`config.mk`:
```
export PLATFORM = sky130hd
export DESIGN_NAME = ordered_list_insert_remove
export DESIGN_NICKNAME = d
export VERILOG_FILES = /design/src/hw/rtl/olir_pkg.sv /design/src/hw/rtl/ordered_list_insert_remove.sv
export SDC_FILE = /design/constraint.sdc
export NUM_CORES = 1
export LEC_CHECK = 0
export BUFFER_PORTS_ARGS = -buffer_cell sky130_fd_sc_hd__buf_2
export CORE_UTILIZATION = 66
export DETAILED_ROUTE_END_ITERATION = 12
export HOLD_SLACK_MARGIN = 0.08
export PLACE_DENSITY = 0.84
export SKIP_CTS_REPAIR_TIMING = 1
export SLEW_MARGIN = 15
export SYNTH_ARGS = -nofsm -noshare
export SYNTH_HDL_FRONTEND = slang
export SYNTH_SLANG_ARGS = --single-unit
```
`constraint.sdc`:
```
create_clock -name clk -period 8.9 [get_ports clk]
set_input_delay 0 -clock clk [delete_from_list [all_inputs] [get_ports clk]]
set_output_delay 0 -clock clk [all_outputs]
set_load 0.01 [all_outputs]
```
`src/hw/rtl/olir_pkg.sv`:
```
// ----------------------------------------------------------------------------
// olir_pkg
// types and constants for the ordered list with insert, remove, get, reverse
// ----------------------------------------------------------------------------
package olir_pkg;

  // fixed field widths of the stream words
  localparam int POS_W       = 5;
  localparam int VALUE_W     = 32;
  localparam int COUNT_W     = 5;
  localparam int STATUS_W    = 2;
  localparam int IN_TDATA_W  = 40;
  localparam int OUT_TDATA_W = 40;

  // defaults for the top level parameters
  localparam int DEPTH_DEF  = 16;
  localparam int DATA_W_DEF = 32;

  typedef enum logic [1:0] {
    OP_INSERT  = 2'd0,
    OP_REMOVE  = 2'd1,
    OP_GET     = 2'd2,
    OP_REVERSE = 2'd3
  } op_t;

  typedef enum logic [STATUS_W-1:0] {
    STAT_OK    = 2'd0,
    STAT_RANGE = 2'd1,
    STAT_FULL  = 2'd2
  } status_t;

  typedef enum logic [3:0] {
    S_IDLE,
    S_DECODE,
    S_INS_RD,
    S_INS_WR,
    S_REM_CAP,
    S_REM_RD,
    S_REM_WR,
    S_GET_CAP,
    S_REV_RD_L,
    S_REV_RD_R,
    S_REV_WR_L,
    S_REV_WR_R,
    S_FINISH
  } state_t;

endpackage

```
`src/hw/rtl/ordered_list_insert_remove.sv`:
```
// ----------------------------------------------------------------------------
// ordered_list_insert_remove
// ordered list of up to DEPTH words with insert, remove, get and reverse
// ----------------------------------------------------------------------------
// The list lives in a single-port-write, single-port-read memory with a
// registered read, and a small sequencer moves entries one at a time through
// that one memory port, so one request word is worked on at a time and
// in_tready is high only while the sequencer is idle. An accepted request
// is decoded; a flagged request or a reverse of fewer than two entries goes
// straight on to the output register, get reads its entry first, insert moves
// entries up from the end and then writes the value, remove keeps its entry
// and then moves later entries down, and reverse swaps the two ends walking
// inward. Each entry move is a read and a write, each swap two reads and two
// writes, all through the single memory port.
// The output register lets the next request word be accepted while the
// previous result still waits for out_tready. The list memory has no reset:
// only entries below the count are ever read, and all of those were written.
// ----------------------------------------------------------------------------
module ordered_list_insert_remove
  import olir_pkg::*;
#(
  parameter int DEPTH  = DEPTH_DEF,
  parameter int DATA_W = DATA_W_DEF
) (
  input  logic                   clk,
  input  logic                   rst_n,
  // request channel
  input  logic                   in_tvalid,
  output logic                   in_tready,
  input  logic [IN_TDATA_W-1:0]  in_tdata,   // op[1:0], position[6:2], value_in[38:7]
  // result channel
  output logic                   out_tvalid,
  input  logic                   out_tready,
  output logic [OUT_TDATA_W-1:0] out_tdata   // value_out[31:0], count[36:32], status[38:37]
);

  localparam int AW    = $clog2(DEPTH);
  localparam int CNT_W = $clog2(DEPTH + 1);
  localparam int CMP_W = (POS_W > CNT_W) ? POS_W : CNT_W;

  // list storage
  logic [DATA_W-1:0] mem [DEPTH];
  logic [DATA_W-1:0] mem_rdata_r;
  logic              mem_we;
  logic [AW-1:0]     mem_waddr;
  logic [DATA_W-1:0] mem_wdata;
  logic              mem_re;
  logic [AW-1:0]     mem_raddr;

  // sequencer state
  state_t            state_r, state_nxt;
  op_t               op_r, op_nxt;
  logic [POS_W-1:0]  pos_r, pos_nxt;
  logic [DATA_W-1:0] val_r, val_nxt;
  logic [AW-1:0]     idx_r, idx_nxt;       // moving index, or low end of reverse
  logic [AW-1:0]     hi_r, hi_nxt;         // high end of reverse
  logic [DATA_W-1:0] tmp_r, tmp_nxt;       // low entry held during a swap
  logic [DATA_W-1:0] res_value_r, res_value_nxt;
  status_t           res_status_r, res_status_nxt;
  logic [CNT_W-1:0]  count_r, count_nxt;

  // output register
  logic                out_tvalid_r, out_tvalid_nxt;
  logic [VALUE_W-1:0]  out_value_r, out_value_nxt;
  logic [COUNT_W-1:0]  out_count_r, out_count_nxt;
  status_t             out_status_r, out_status_nxt;

  // position against count, both widened to a common width
  logic [CMP_W-1:0] pos_cmp;
  logic [CMP_W-1:0] cnt_cmp;
  logic [AW-1:0]    pos_a;

  assign pos_cmp = CMP_W'(pos_r);
  assign cnt_cmp = CMP_W'(count_r);
  assign pos_a   = AW'(pos_r);

  // memory: one write and one registered read per cycle
  always_ff @(posedge clk) begin
    if (mem_we) begin
      mem[mem_waddr] <= mem_wdata;
    end
    if (mem_re) begin
      mem_rdata_r <= mem[mem_raddr];
    end
  end

  // state registers
  always_ff @(posedge clk) begin
    if (!rst_n) begin
      state_r      <= S_IDLE;
      count_r      <= '0;
      out_tvalid_r <= 1'b0;
    end else begin
      state_r      <= state_nxt;
      count_r      <= count_nxt;
      out_tvalid_r <= out_tvalid_nxt;
    end
  end

  // payload registers
  always_ff @(posedge clk) begin
    op_r         <= op_nxt;
    pos_r        <= pos_nxt;
    val_r        <= val_nxt;
    idx_r        <= idx_nxt;
    hi_r         <= hi_nxt;
    tmp_r        <= tmp_nxt;
    res_value_r  <= res_value_nxt;
    res_status_r <= res_status_nxt;
    out_value_r  <= out_value_nxt;
    out_count_r  <= out_count_nxt;
    out_status_r <= out_status_nxt;
  end

  // next state and memory control
  always_comb begin
    state_nxt      = state_r;
    op_nxt         = op_r;
    pos_nxt        = pos_r;
    val_nxt        = val_r;
    idx_nxt        = idx_r;
    hi_nxt         = hi_r;
    tmp_nxt        = tmp_r;
    res_value_nxt  = res_value_r;
    res_status_nxt = res_status_r;
    count_nxt      = count_r;
    out_tvalid_nxt = out_tvalid_r & ~out_tready;
    out_value_nxt  = out_value_r;
    out_count_nxt  = out_count_r;
    out_status_nxt = out_status_r;
    mem_we         = 1'b0;
    mem_waddr      = idx_r;
    mem_wdata      = mem_rdata_r;
    mem_re         = 1'b0;
    mem_raddr      = idx_r;
    in_tready      = 1'b0;

    case (state_r)
      S_IDLE: begin
        in_tready = 1'b1;
        if (in_tvalid) begin
          op_nxt    = op_t'(in_tdata[1:0]);
          pos_nxt   = in_tdata[2 +: POS_W];
          val_nxt   = DATA_W'(in_tdata[2 + POS_W +: VALUE_W]);
          state_nxt = S_DECODE;
        end
      end

      S_DECODE: begin
        res_value_nxt  = '0;
        res_status_nxt = STAT_OK;
        state_nxt      = S_FINISH;
        case (op_r)
          OP_INSERT: begin
            // full check comes before the range check
            if (count_r == CNT_W'(DEPTH)) begin
              res_status_nxt = STAT_FULL;
            end else if (pos_cmp > cnt_cmp) begin
              res_status_nxt = STAT_RANGE;
            end else begin
              idx_nxt   = AW'(count_r);
              state_nxt = S_INS_RD;
            end
          end
          OP_REMOVE: begin
            if (pos_cmp >= cnt_cmp) begin
              res_status_nxt = STAT_RANGE;
            end else begin
              mem_re    = 1'b1;
              mem_raddr = pos_a;
              idx_nxt   = pos_a;
              state_nxt = S_REM_CAP;
            end
          end
          OP_GET: begin
            if (pos_cmp >= cnt_cmp) begin
              res_status_nxt = STAT_RANGE;
            end else begin
              mem_re    = 1'b1;
              mem_raddr = pos_a;
              state_nxt = S_GET_CAP;
            end
          end
          default: begin
            // reverse; zero or one entry stays as it is
            if (count_r > CNT_W'(1)) begin
              idx_nxt   = '0;
              hi_nxt    = AW'(count_r - CNT_W'(1));
              state_nxt = S_REV_RD_L;
            end
          end
        endcase
      end

      // insert: move entries up from the end down to the position
      S_INS_RD: begin
        if (idx_r == pos_a) begin
          mem_we    = 1'b1;
          mem_waddr = pos_a;
          mem_wdata = val_r;
          count_nxt = count_r + CNT_W'(1);
          state_nxt = S_FINISH;
        end else begin
          mem_re    = 1'b1;
          mem_raddr = idx_r - AW'(1);
          state_nxt = S_INS_WR;
        end
      end

      S_INS_WR: begin
        mem_we    = 1'b1;
        mem_waddr = idx_r;
        idx_nxt   = idx_r - AW'(1);
        state_nxt = S_INS_RD;
      end

      // remove: keep the entry, then move later entries down
      S_REM_CAP: begin
        res_value_nxt = mem_rdata_r;
        state_nxt     = S_REM_RD;
      end

      S_REM_RD: begin
        if ((CNT_W'(idx_r) + CNT_W'(1)) >= count_r) begin
          count_nxt = count_r - CNT_W'(1);
          state_nxt = S_FINISH;
        end else begin
          mem_re    = 1'b1;
          mem_raddr = idx_r + AW'(1);
          state_nxt = S_REM_WR;
        end
      end

      S_REM_WR: begin
        mem_we    = 1'b1;
        mem_waddr = idx_r;
        idx_nxt   = idx_r + AW'(1);
        state_nxt = S_REM_RD;
      end

      S_GET_CAP: begin
        res_value_nxt = mem_rdata_r;
        state_nxt     = S_FINISH;
      end

      // reverse: swap low and high ends, walking inward
      S_REV_RD_L: begin
        if (idx_r >= hi_r) begin
          state_nxt = S_FINISH;
        end else begin
          mem_re    = 1'b1;
          mem_raddr = idx_r;
          state_nxt = S_REV_RD_R;
        end
      end

      S_REV_RD_R: begin
        tmp_nxt   = mem_rdata_r;
        mem_re    = 1'b1;
        mem_raddr = hi_r;
        state_nxt = S_REV_WR_L;
      end

      S_REV_WR_L: begin
        mem_we    = 1'b1;
        mem_waddr = idx_r;
        state_nxt = S_REV_WR_R;
      end

      S_REV_WR_R: begin
        mem_we    = 1'b1;
        mem_waddr = hi_r;
        mem_wdata = tmp_r;
        idx_nxt   = idx_r + AW'(1);
        hi_nxt    = hi_r - AW'(1);
        state_nxt = S_REV_RD_L;
      end

      // hand the result to the output register once it is free
      S_FINISH: begin
        if (!out_tvalid_r || out_tready) begin
          out_tvalid_nxt = 1'b1;
          out_value_nxt  = VALUE_W'(res_value_r);
          out_count_nxt  = COUNT_W'(count_r);
          out_status_nxt = res_status_r;
          state_nxt      = S_IDLE;
        end
      end

      default: begin
        state_nxt = S_IDLE;
      end
    endcase
  end

  assign out_tvalid = out_tvalid_r;
  assign out_tdata  = {1'b0, out_status_r, out_count_r, out_value_r};

endmodule
```
==> results.tsv, run 1 <==
metric	value	unit
outcome	complete, no violations	
number of buffers added on ports	83	
total setup violations reported at the end of the flow	0	
cell row count	75	
Setup Crit Path Kind	flop to flop	
number of vias per cell	6.638	
pwr/cell area	344.4	mW/mm^2
total power of the final layout	10980	uW
overall die width	207.9	um
share of flip-flops with an asynchronous set or reset after synthesis	0	
depth of the CTS H-tree	3	
Worst Path Required	9.22	ns
Layout area overhead	13.99	%
Post-layout nets	1850	
post-layout minimum cycle time	6.304	ns
synthesized instance count	1628	
height of the die	207.9	um
Warnings, synthesis	0	
arrival time reported for the critical path endpoint	6.63	ns
Via Count	15730	
slew of the pin with the lowest slew margin	1.239	ns
Area contributors post-synth	sky130_fd_sc_hd__edfxtp_1 75%, sky130_fd_sc_hd__mux2_2 5.1%, sky130_fd_sc_hd__mux2i_1 4.8%, sky130_fd_sc_hd__a22o_1 2.0%, sky130_fd_sc_hd__o22ai_1 1.4%	
Post-synth top flop	sky130_fd_sc_hd__edfxtp_1	
Fin. Hold Viols	0	
Sequential Power Share	0.433	
detailed-route DRC error count	0	
number of filler instances in the final layout	2258	
final wirelength	65900	um
sink count of the clock tree	706	
setup clock skew after layout	0.02037	ns
post-route fraction of the period consumed by the critical path	0.7083	
pin count of the biggest net entering global routing	133	
ant diodes	0	
critical register-to-register path startpoint	idx_r[0]	
cell taking the most area after synthesis	sky130_fd_sc_hd__edfxtp_1	
combinational share of power	0.302	
clk root buf	sky130_fd_sc_hd__clkbuf_16	
Antenna Violating Nets Remaining	0	
clock latency of the later-clocked register in the worst-skew pair	0.60	ns
total global routing overflow	0	
RSZ-0062 raised after global routing	no	
type of destination of the critical path	flop	
type of origin of the critical path	flop	
antenna violations before repair	0	
CTS tree	built	
register area share after synthesis	0.7544	
first-pass GRT wire length	95610	um
Peak supply drop	353.3	uV
effective utilization at floorplan	0.6683	
clock network fraction of total power	0.265	
largest buffer count on any clock path	3	
floorplan die area	0.04320	mm^2
hold path startpoint	in_tdata[31]	
1st-iter DRT viols	1648	
clock-pin transition on the worst setup and hold timing paths	0.06	ns
post-synth net total	1697	
cell area after synthesis	0.02797	mm^2
fraction of final layout cells sized beyond drive strength 1	0.2070	
net switching power	3449	uW
setup_tns	0	ns
number of unique standard cell types used by synthesis	62	
number of max-capacitance violations reported	0	
number of flops mapped to enable cells by yosys	696	
Max Freq	158.6	MHz
clock buffers created by TritonCTS	68	
number of max-slew violations in the final report	0	
syn_area_per_cell	17.18	um^2
critical-path maximum fanout	62	
Final HPWL DP	33810	um
hold crit path type	primary input to flop	
number of storage elements in the synthesis netlist	706	
area of combinational cells with multiple inputs	0.006634	mm^2
area of the core	0.04185	mm^2
I/O pin count	86	
net switching share of the total power	0.3141	
internal portion of total power	7531	uW
static leakage	0.01098	uW
first-pass iteration count of the detailed router	6	
crit path from	idx_r[0]	
Max transition margin	0.1695	
via count of the first global-routing pass	15880	
average routed wire per standard cell	27.81	um
flip-flop and latch area	0.02110	mm^2
placer congestion estimate	0.8679	
global-route usage over all layers	0.3045	
top-area cell type share of the netlist area	0.7473	
[power by group through the flow]
stage               Sequential [uW]  Clock (uW)  Combinational (uW)
global placement               4800           0                3070
floorplan                      4700           0                2370
CTS                            4760        2930                3260
global route                   4780        3040                3510
finish                         4760        2900                3320
detailed placement             4820           0                3220
[critical path, stage by stage, from the launching register on]
cell and delay [ns]:
sky130_fd_sc_hd__edfxtp_1 0.67, sky130_fd_sc_hd__inv_1 0.30, sky130_fd_sc_hd__ha_1 0.45, sky130_fd_sc_hd__ha_1 0.30
sky130_fd_sc_hd__nand2_1 0.05, sky130_fd_sc_hd__o21ai_1 0.16, sky130_fd_sc_hd__a41o_1 0.31, sky130_fd_sc_hd__nor4_1 0.12
sky130_fd_sc_hd__o221ai_4 0.89, sky130_fd_sc_hd__buf_4 0.66, sky130_fd_sc_hd__buf_4 0.79, sky130_fd_sc_hd__mux2_2 0.42
sky130_fd_sc_hd__a22o_1 0.25, sky130_fd_sc_hd__or4_1 0.52
[metal layers]
layer / up-vias / part of all wire / GRT usage / wire length [um]
met4: 0 / 0.041 / 0.1436 / 2705
met5: - / 0 / 0 / 0
li1: 6731 / - / - / -
met2: 974 / 0.49 / 0.4964 / 32000
met3: 221 / 0.10 / 0.05794 / 6567
met1: 7805 / 0.37 / 0.4006 / 24630
[layout by cell type (no fill, tap or decap), types with 6 or more instances in the layout]
master,count
sky130_fd_sc_hd__a31oi_1,8
sky130_fd_sc_hd__a22o_1,64
sky130_fd_sc_hd__nor4_1,6
sky130_fd_sc_hd__or4_1,32
sky130_fd_sc_hd__clkbuf_1,21
sky130_fd_sc_hd__buf_4,38
sky130_fd_sc_hd__mux2i_1,134
sky130_fd_sc_hd__a22oi_1,35
sky130_fd_sc_hd__nor3_1,14
sky130_fd_sc_hd__nor2_1,33
sky130_fd_sc_hd__nand2_1,98
sky130_fd_sc_hd__bufinv_16,8
sky130_fd_sc_hd__ha_1,25
sky130_fd_sc_hd__o21ai_0,13
sky130_fd_sc_hd__dfxtp_1,10
sky130_fd_sc_hd__nor2_4,18
sky130_fd_sc_hd__dlygate4sd3_1,43
sky130_fd_sc_hd__a21oi_1,17
sky130_fd_sc_hd__buf_2,83
sky130_fd_sc_hd__inv_1,21
sky130_fd_sc_hd__mux2_2,127
sky130_fd_sc_hd__o22ai_1,64
sky130_fd_sc_hd__clkinv_1,11
sky130_fd_sc_hd__nand3_1,9
sky130_fd_sc_hd__and2_1,34
sky130_fd_sc_hd__clkbuf_16,71
sky130_fd_sc_hd__xnor2_1,10
sky130_fd_sc_hd__edfxtp_1,696
sky130_fd_sc_hd__xor2_1,7
[cell usage after synthesis (all sizes together), types with 2 or more instances]
master / count
nand3: 9
a21oi: 17
buf: 33
o21ai: 16
mux2: 129
mux2i: 134
xnor2: 10
nor4bb: 2
or3b: 2
a22o: 64
xor2: 7
o211ai: 3
nor2: 51
a211oi: 2
nor3: 18
nand4: 4
clkbuf: 49
a32oi: 2
o22ai: 64
edfxtp: 696
and2: 35
or4: 33
dfxtp: 10
o41ai: 2
nor3b: 7
a31oi: 8
nor2b: 4
inv: 22
or2: 2
ha: 25
a21o: 3
o221ai: 3
a221oi: 3
a221o: 2
nand2b: 3
nor4: 7
nand2: 99
a22oi: 35
[logic make-up after synthesis]
group           Yosys count  synth area share
other cells               1         0.0001341
fa+ha+maj                25           0.01118
compound gates          229           0.06057
flops                   706            0.7544
xor+xnor                 17          0.005324
buf+inv                 105           0.01575
mux                     264            0.1007
simple gates            281           0.05189
[flip-flops by register name, summed over array words and instances (netlist names), 5 cells and up]
signal / cells
res_value_r: 32
cnt_cmp: 5
mem: 512
mem_rdata_r: 32
tmp_r: 32
pos_cmp: 5
val_r: 32
out_count_r: 5
out_value_r: 32
[final timing paths]
path	end	slack (ns)	cells after the start
hold / removal	val_r[24]	0.11	2
setup / recovery	mem_rdata_r[28]	2.60	13
hold reg to reg	out_value_r[14]	0.41	0
setup reg to reg	mem_rdata_r[28]	2.60	13
[final cells by class]
cell class / count / share of cell area
flip-flops and latches: 706 / 0.6618
clock buffers: 92 / 0.05820
repair buffers: 165 / 0.03611
inverters: 23 / 0.002708
multi-input cells: 817 / 0.2081
well taps: 539 / 0.02115
clock inverters: 28 / 0.01193
[metrics by stage]
| step | cells | area [um^2] | setup WS, ns | hold slack, ns | util |
|---|---|---|---|---|---|
| after detailed placement | 2207 | 29220 | 2.710 | 0.1781 | 0.6981 |
| final | 2370 | 31880 | 2.596 | 0.1108 | 0.7618 |
| after global placement | 2207 | 29220 | 2.874 | 0.1766 | 0.6981 |
| after floorplan | 1628 | 27970 | 3.402 | 0.09887 | - |
| after CTS | 2327 | 31450 | 2.674 | -0.4505 | 0.7515 |
| after global routing | 2370 | 31880 | 2.417 | 0.09234 | 0.7618 |
Power figures use the tool's default switching activity.
==> inputs of run 2 (changes only) <==
- CORE_UTILIZATION: 66 -> 56
- PLACE_DENSITY: 0.84 -> 0.76
- clock period: 8.9 -> 5.5 ns (I/O delays scaled with it)
==> results.tsv, run 2 (synthesized netlist as in run 1, its figures left out) <==
metric	value	unit
placer congestion estimate	0.8666	
critical register-to-register path startpoint	idx_r[0]	
capturing instance or port of the critical path	mem_rdata_r[26]	
Setup Crit Path Kind	flop to flop	
Peak supply drop	536.0	uV
hold crit path type	primary input to flop	
Max Freq	205.8	MHz
first-pass GRT wire length	94750	um
Worst Path Required	5.83	ns
Max transition margin	0.1949	
total global routing overflow	0	
area of the core	0.04915	mm^2
Hold WS	0.1000	ns
pin count of the biggest net entering global routing	94	
global-route usage over all layers	0.2579	
setup clock skew after layout	0.01917	ns
Antenna Violating Nets Remaining	0	
Via Count	15610	
final wirelength	64550	um
most common cell after layout, fill and taps aside	sky130_fd_sc_hd__edfxtp_1	
r2r setup slk	0.64	ns
type of destination of the critical path	flop	
crit path from	idx_r[0]	
ant diodes	0	
via count of the first global-routing pass	15160	
reg2reg path depth	13	
Fin. Hold Viols	0	
critical-path maximum fanout	25	
clock-pin transition on the worst setup and hold timing paths	0.06	ns
critical register-to-register path endpoint	mem_rdata_r[26]	
RSZ-0062 raised after global routing	no	
max incr delay on CP	0.62	ns
floorplan die area	0.05084	mm^2
number of logic stages on the critical path including buffering	13	
number of buffers and inverters on the critical path	3	
register ranked first by flip-flop count	mem	
setup_tns	0	ns
effective utilization at floorplan	0.5690	
type of origin of the critical path	flop	
Post-layout nets	1867	
CTS tree	built	
I/O pin count	86	
depth of the CTS H-tree	3	
antenna violations before repair	0	
number of max-capacitance violations reported	0	
arrival time reported for the critical path endpoint	5.19	ns
1st-iter DRT viols	1433	
Layout area overhead	14.85	%
post-layout minimum cycle time	4.859	ns
post-route fraction of the period consumed by the critical path	0.8835	
cell row count	81	
number of filler instances in the final layout	3276	
sink count of the clock tree	706	
height of the die	225.5	um
number of flip-flops in the largest register	512	
average routed wire per standard cell	25.67	um
clock latency of the later-clocked register in the worst-skew pair	0.62	ns
clock buffers created by TritonCTS	71	
detailed-route DRC error count	0	
slew of the pin with the lowest slew margin	1.208	ns
crit-path leading delay family	simple AND/OR/NAND/NOR gates	
outcome	complete, no violations	
clk root buf	sky130_fd_sc_hd__clkbuf_16	
pwr/cell area	548.9	mW/mm^2
cell depth of the worst min-delay path	2	
static leakage	0.01104	uW
total power of the final layout	17630	uW
slowest CP cell	sky130_fd_sc_hd__edfxtp_1	
number of vias per cell	6.207	
number of buffers added on ports	83	
total setup violations reported at the end of the flow	0	
first-pass iteration count of the detailed router	5	
most frequent cells in the layout	696 x sky130_fd_sc_hd__edfxtp_1, 134 x sky130_fd_sc_hd__mux2i_1, 127 x sky130_fd_sc_hd__mux2_2	
overall die width	225.5	um
Final HPWL DP	34840	um
number of max-slew violations in the final report	0	
cells along the critical path	inv_1 > ha_1 > ha_1 > nand2_1 > o21ai_1 > o41ai_1 > buf_4 > or3b_4 > o211ai_2 > nor3b_2 > buf_4 > a22o_1 > or4_1	
largest buffer count on any clock path	3	
fraction of final layout cells sized beyond drive strength 1	0.2107	
## run 2: changes by cell type in the layout (fill, tap and decap cells not counted)
cell / previous run / this run
sky130_fd_sc_hd__clkinv_1: 11 / 21
sky130_fd_sc_hd__buf_12: 1 / 7
sky130_fd_sc_hd__buf_4: 38 / 44
sky130_fd_sc_hd__bufinv_16: 8 / 3
sky130_fd_sc_hd__inv_6: 0 / 4
sky130_fd_sc_hd__clkbuf_1: 21 / 18
sky130_fd_sc_hd__clkinv_2: 3 / 6
sky130_fd_sc_hd__dlygate4sd3_1: 43 / 45
sky130_fd_sc_hd__clkinv_4: 1 / 0
sky130_fd_sc_hd__clkinvlp_4: 2 / 1
sky130_fd_sc_hd__inv_8: 1 / 0
sky130_fd_sc_hd__o21ai_0: 13 / 14
sky130_fd_sc_hd__o21ai_1: 3 / 2
## run 2: worst reg2reg max path, delay by kind of cell (launching register included)
family	cells	cell delay [ns]
buffers and inverters	3	0.80
adder cells (fa/ha/maj)	2	0.74
flip-flops	1	0.62
AND/OR/NAND/NOR	4	1.28
AO/OA/AOI/OAI	4	1.15
## run 2: routing by layer
layer / part of all wire / GRT usage
met4: 0.027 / 0.08141
met1: 0.40 / 0.3597
met5: 0 / 0
met2: 0.48 / 0.4143
met3: 0.091 / 0.04720
## run 2: report_power, final
part	internal [uW]	leakage [uW]	switching, uW
clock	2530	0.00104	1970
sequential	7370	0.00639	330
combinational	2130	0.00362	3310
total	12000	0.0110	5610
## run 2: per-stage QoR
| stage | setup slack (ns) | util | instance area [um^2] | cells |
|---|---|---|---|---|
| floorplan | 0.001831 | - | 27970 | 1628 |
| global route | 0.5350 | 0.6535 | 32120 | 2515 |
| global placement | 0.7087 | 0.6009 | 29540 | 2344 |
| finish | 0.6407 | 0.6535 | 32120 | 2515 |
| CTS | 0.7122 | 0.6443 | 31670 | 2470 |
| detailed placement | 0.7399 | 0.6009 | 29540 | 2344 |
## run 2: final cells by class
cell class                      count  area (um^2)  area share
Sequential cell                   706        21100      0.6569
Multi-Input combinational cell    817         6634      0.2065
Clock buffer                       89         1844     0.05741
Timing Repair Buffer              179         1336     0.04160
Tap cell                          664        830.8     0.02586
Clock inverter                     37        290.3    0.009037
Inverter                           23        86.33    0.002688
## run 2: how the worst min path moves through the flow
stage                             from   endpoint  slack (ns)
after CTS                 in_tdata[36]  val_r[29]       -0.47
after floorplan            in_tdata[0]    op_r[0]         0.1
after global placement    in_tdata[26]  val_r[19]        0.18
after detailed placement  in_tdata[19]  val_r[12]        0.18
after global routing      in_tdata[19]  val_r[12]        0.09
final                     in_tdata[25]  val_r[18]        0.10
==> inputs of run 3 (changes only) <==
- PLACE_DENSITY: 0.76 -> 0.86
- clock period: 5.5 -> 4.2 ns (I/O delays scaled with it)
==> results.tsv, run 3 (synthesized netlist as in run 1, its figures left out) <==
metric	value	unit
post-layout minimum cycle time	4.172	ns
first-pass iteration count of the detailed router	7	
1st-iter DRT viols	1654	
final design utilization	0.6645	
final worst-path setup slack	0.02781	ns
effective utilization at floorplan	0.5690	
reg2reg path depth	13	
r2r setup slk	0.03	ns
Layout area overhead	16.78	%
total setup violations reported at the end of the flow	0	
critical register-to-register path startpoint	idx_r[0]	
first-pass GRT wire length	95500	um
total cell area at the placement stage	0.02995	mm^2
post-route fraction of the period consumed by the critical path	0.9934	
critical register-to-register path endpoint	mem_rdata_r[24]	
Antenna Violating Nets Remaining	0	
placer congestion estimate	0.8964	
setup clock skew after layout	0.02155	ns
setup_tns	0	ns
via count of the first global-routing pass	15830	
Final HPWL DP	36440	um
largest buffer count on any clock path	3	
slowest CP cell	sky130_fd_sc_hd__or4_1	
Via Count	16080	
clock buffers created by TritonCTS	69	
pin count of the biggest net entering global routing	61	
type of destination of the critical path	flop	
floorplan die area	0.05084	mm^2
static leakage	0.01132	uW
number of filler instances in the final layout	2990	
type of origin of the critical path	flop	
Hold WS	0.1044	ns
outcome	complete, no violations	
global-route usage over all layers	0.2582	
slew of the pin with the lowest slew margin	1.250	ns
fraction of final layout cells sized beyond drive strength 1	0.2382	
final wirelength	65760	um
Worst Path Required	4.53	ns
ant diodes	0	
Max transition margin	0.1627	
number of vias per cell	6.300	
number of max-capacitance violations reported	0	
cell row count	81	
clock-pin transition on the worst setup and hold timing paths	0.06	ns
clock latency of the later-clocked register in the worst-skew pair	0.60	ns
Post-layout nets	1908	
number of buffers added on ports	83	
detailed-route DRC error count	0	
endpoint with the worst hold slack	val_r[21]	
cells along the critical path	ha_2 > xor2_2 > ha_1 > a21oi_1 > o21ai_1 > o41ai_2 > buf_4 > nor3b_1 > o221ai_4 > buf_6 > mux2i_1 > o22ai_1 > or4_1	
max incr delay on CP	0.55	ns
total global routing overflow	0	
Fin. Hold Viols	0	
CTS tree	built	
Max Freq	239.7	MHz
cell depth of the worst min-delay path	2	
number of max-slew violations in the final report	0	
overall die width	225.5	um
hold path startpoint	in_tdata[28]	
antenna violations before repair	0	
number of flip-flops in the largest register	512	
Setup Crit Path Kind	flop to flop	
clk root buf	sky130_fd_sc_hd__clkbuf_16	
most frequent cells in the layout	696 x sky130_fd_sc_hd__edfxtp_1, 134 x sky130_fd_sc_hd__mux2i_1, 127 x sky130_fd_sc_hd__mux2_2	
placement-stage worst setup slack	0.02122	ns
I/O pin count	86	
Peak supply drop	512.1	uV
Layout Cell Area excl Fill	0.03266	mm^2
height of the die	225.5	um
average routed wire per standard cell	25.76	um
area of the core	0.04915	mm^2
hold crit path type	primary input to flop	
most common cell after layout, fill and taps aside	sky130_fd_sc_hd__edfxtp_1	
critical-path maximum fanout	32	
register ranked first by flip-flop count	mem	
depth of the CTS H-tree	3	
pwr/cell area	727.8	mW/mm^2
arrival time reported for the critical path endpoint	4.51	ns
sink count of the clock tree	706	
run 3: how the worst max path moves through the flow:
stage	startpoint	to
2_1_floorplan	idx_r[2]	mem_rdata_r[21]
3_3_place_gp	idx_r[0]	mem_rdata_r[27]
3_5_place_dp	idx_r[0]	mem_rdata_r[29]
4_1_cts	idx_r[0]	mem_rdata_r[24]
5_1_grt	idx_r[1]	mem_rdata_r[24]
6_report	idx_r[0]	mem_rdata_r[24]
run 3: critical path, delay by kind of cell, from the launching register on:
kind | cells | cell delay, ns
buf+inv | 2 | 0.62
flops | 1 | 0.43
simple gates | 2 | 0.62
compound gates | 5 | 1.17
fa+ha+maj | 2 | 0.54
mux | 1 | 0.32
xor+xnor | 1 | 0.16
run 3: area by class of cell:
type / count / area (um^2) / area share
clock inverter: 38 / 319.1 / 0.009769
multi-input combinational: 818 / 6716 / 0.2056
sequential: 706 / 21100 / 0.6461
clock buffer: 83 / 1822 / 0.05578
tap: 664 / 830.8 / 0.02544
timing repair buffer: 221 / 1785 / 0.05467
inverter: 23 / 86.33 / 0.002643
run 3: power breakdown:
| part | total, uW | switching [uW] | internal, uW |
|---|---|---|---|
| registers | 10000 | 375 | 9640 |
| clock network | 5930 | 2570 | 3360 |
| logic | 7820 | 4610 | 3220 |
| total | 23800 | 7550 | 16200 |
run 3: per-stage QoR:
step,std cells,power (uW)
2_1_floorplan,1628,14990
3_3_place_gp,2379,17170
3_5_place_dp,2379,17530
4_1_cts,2500,23480
5_1_grt,2553,24560
6_report,2553,23770
run 3: metal layers:
layer  global-route usage  vias up  wire length, um
li1                     -     6851                -
met1               0.3387     8043            24590
met2               0.4252     1006            31990
met3              0.05671      184             6879
met4              0.09436        0             2295
met5                    0        -                0
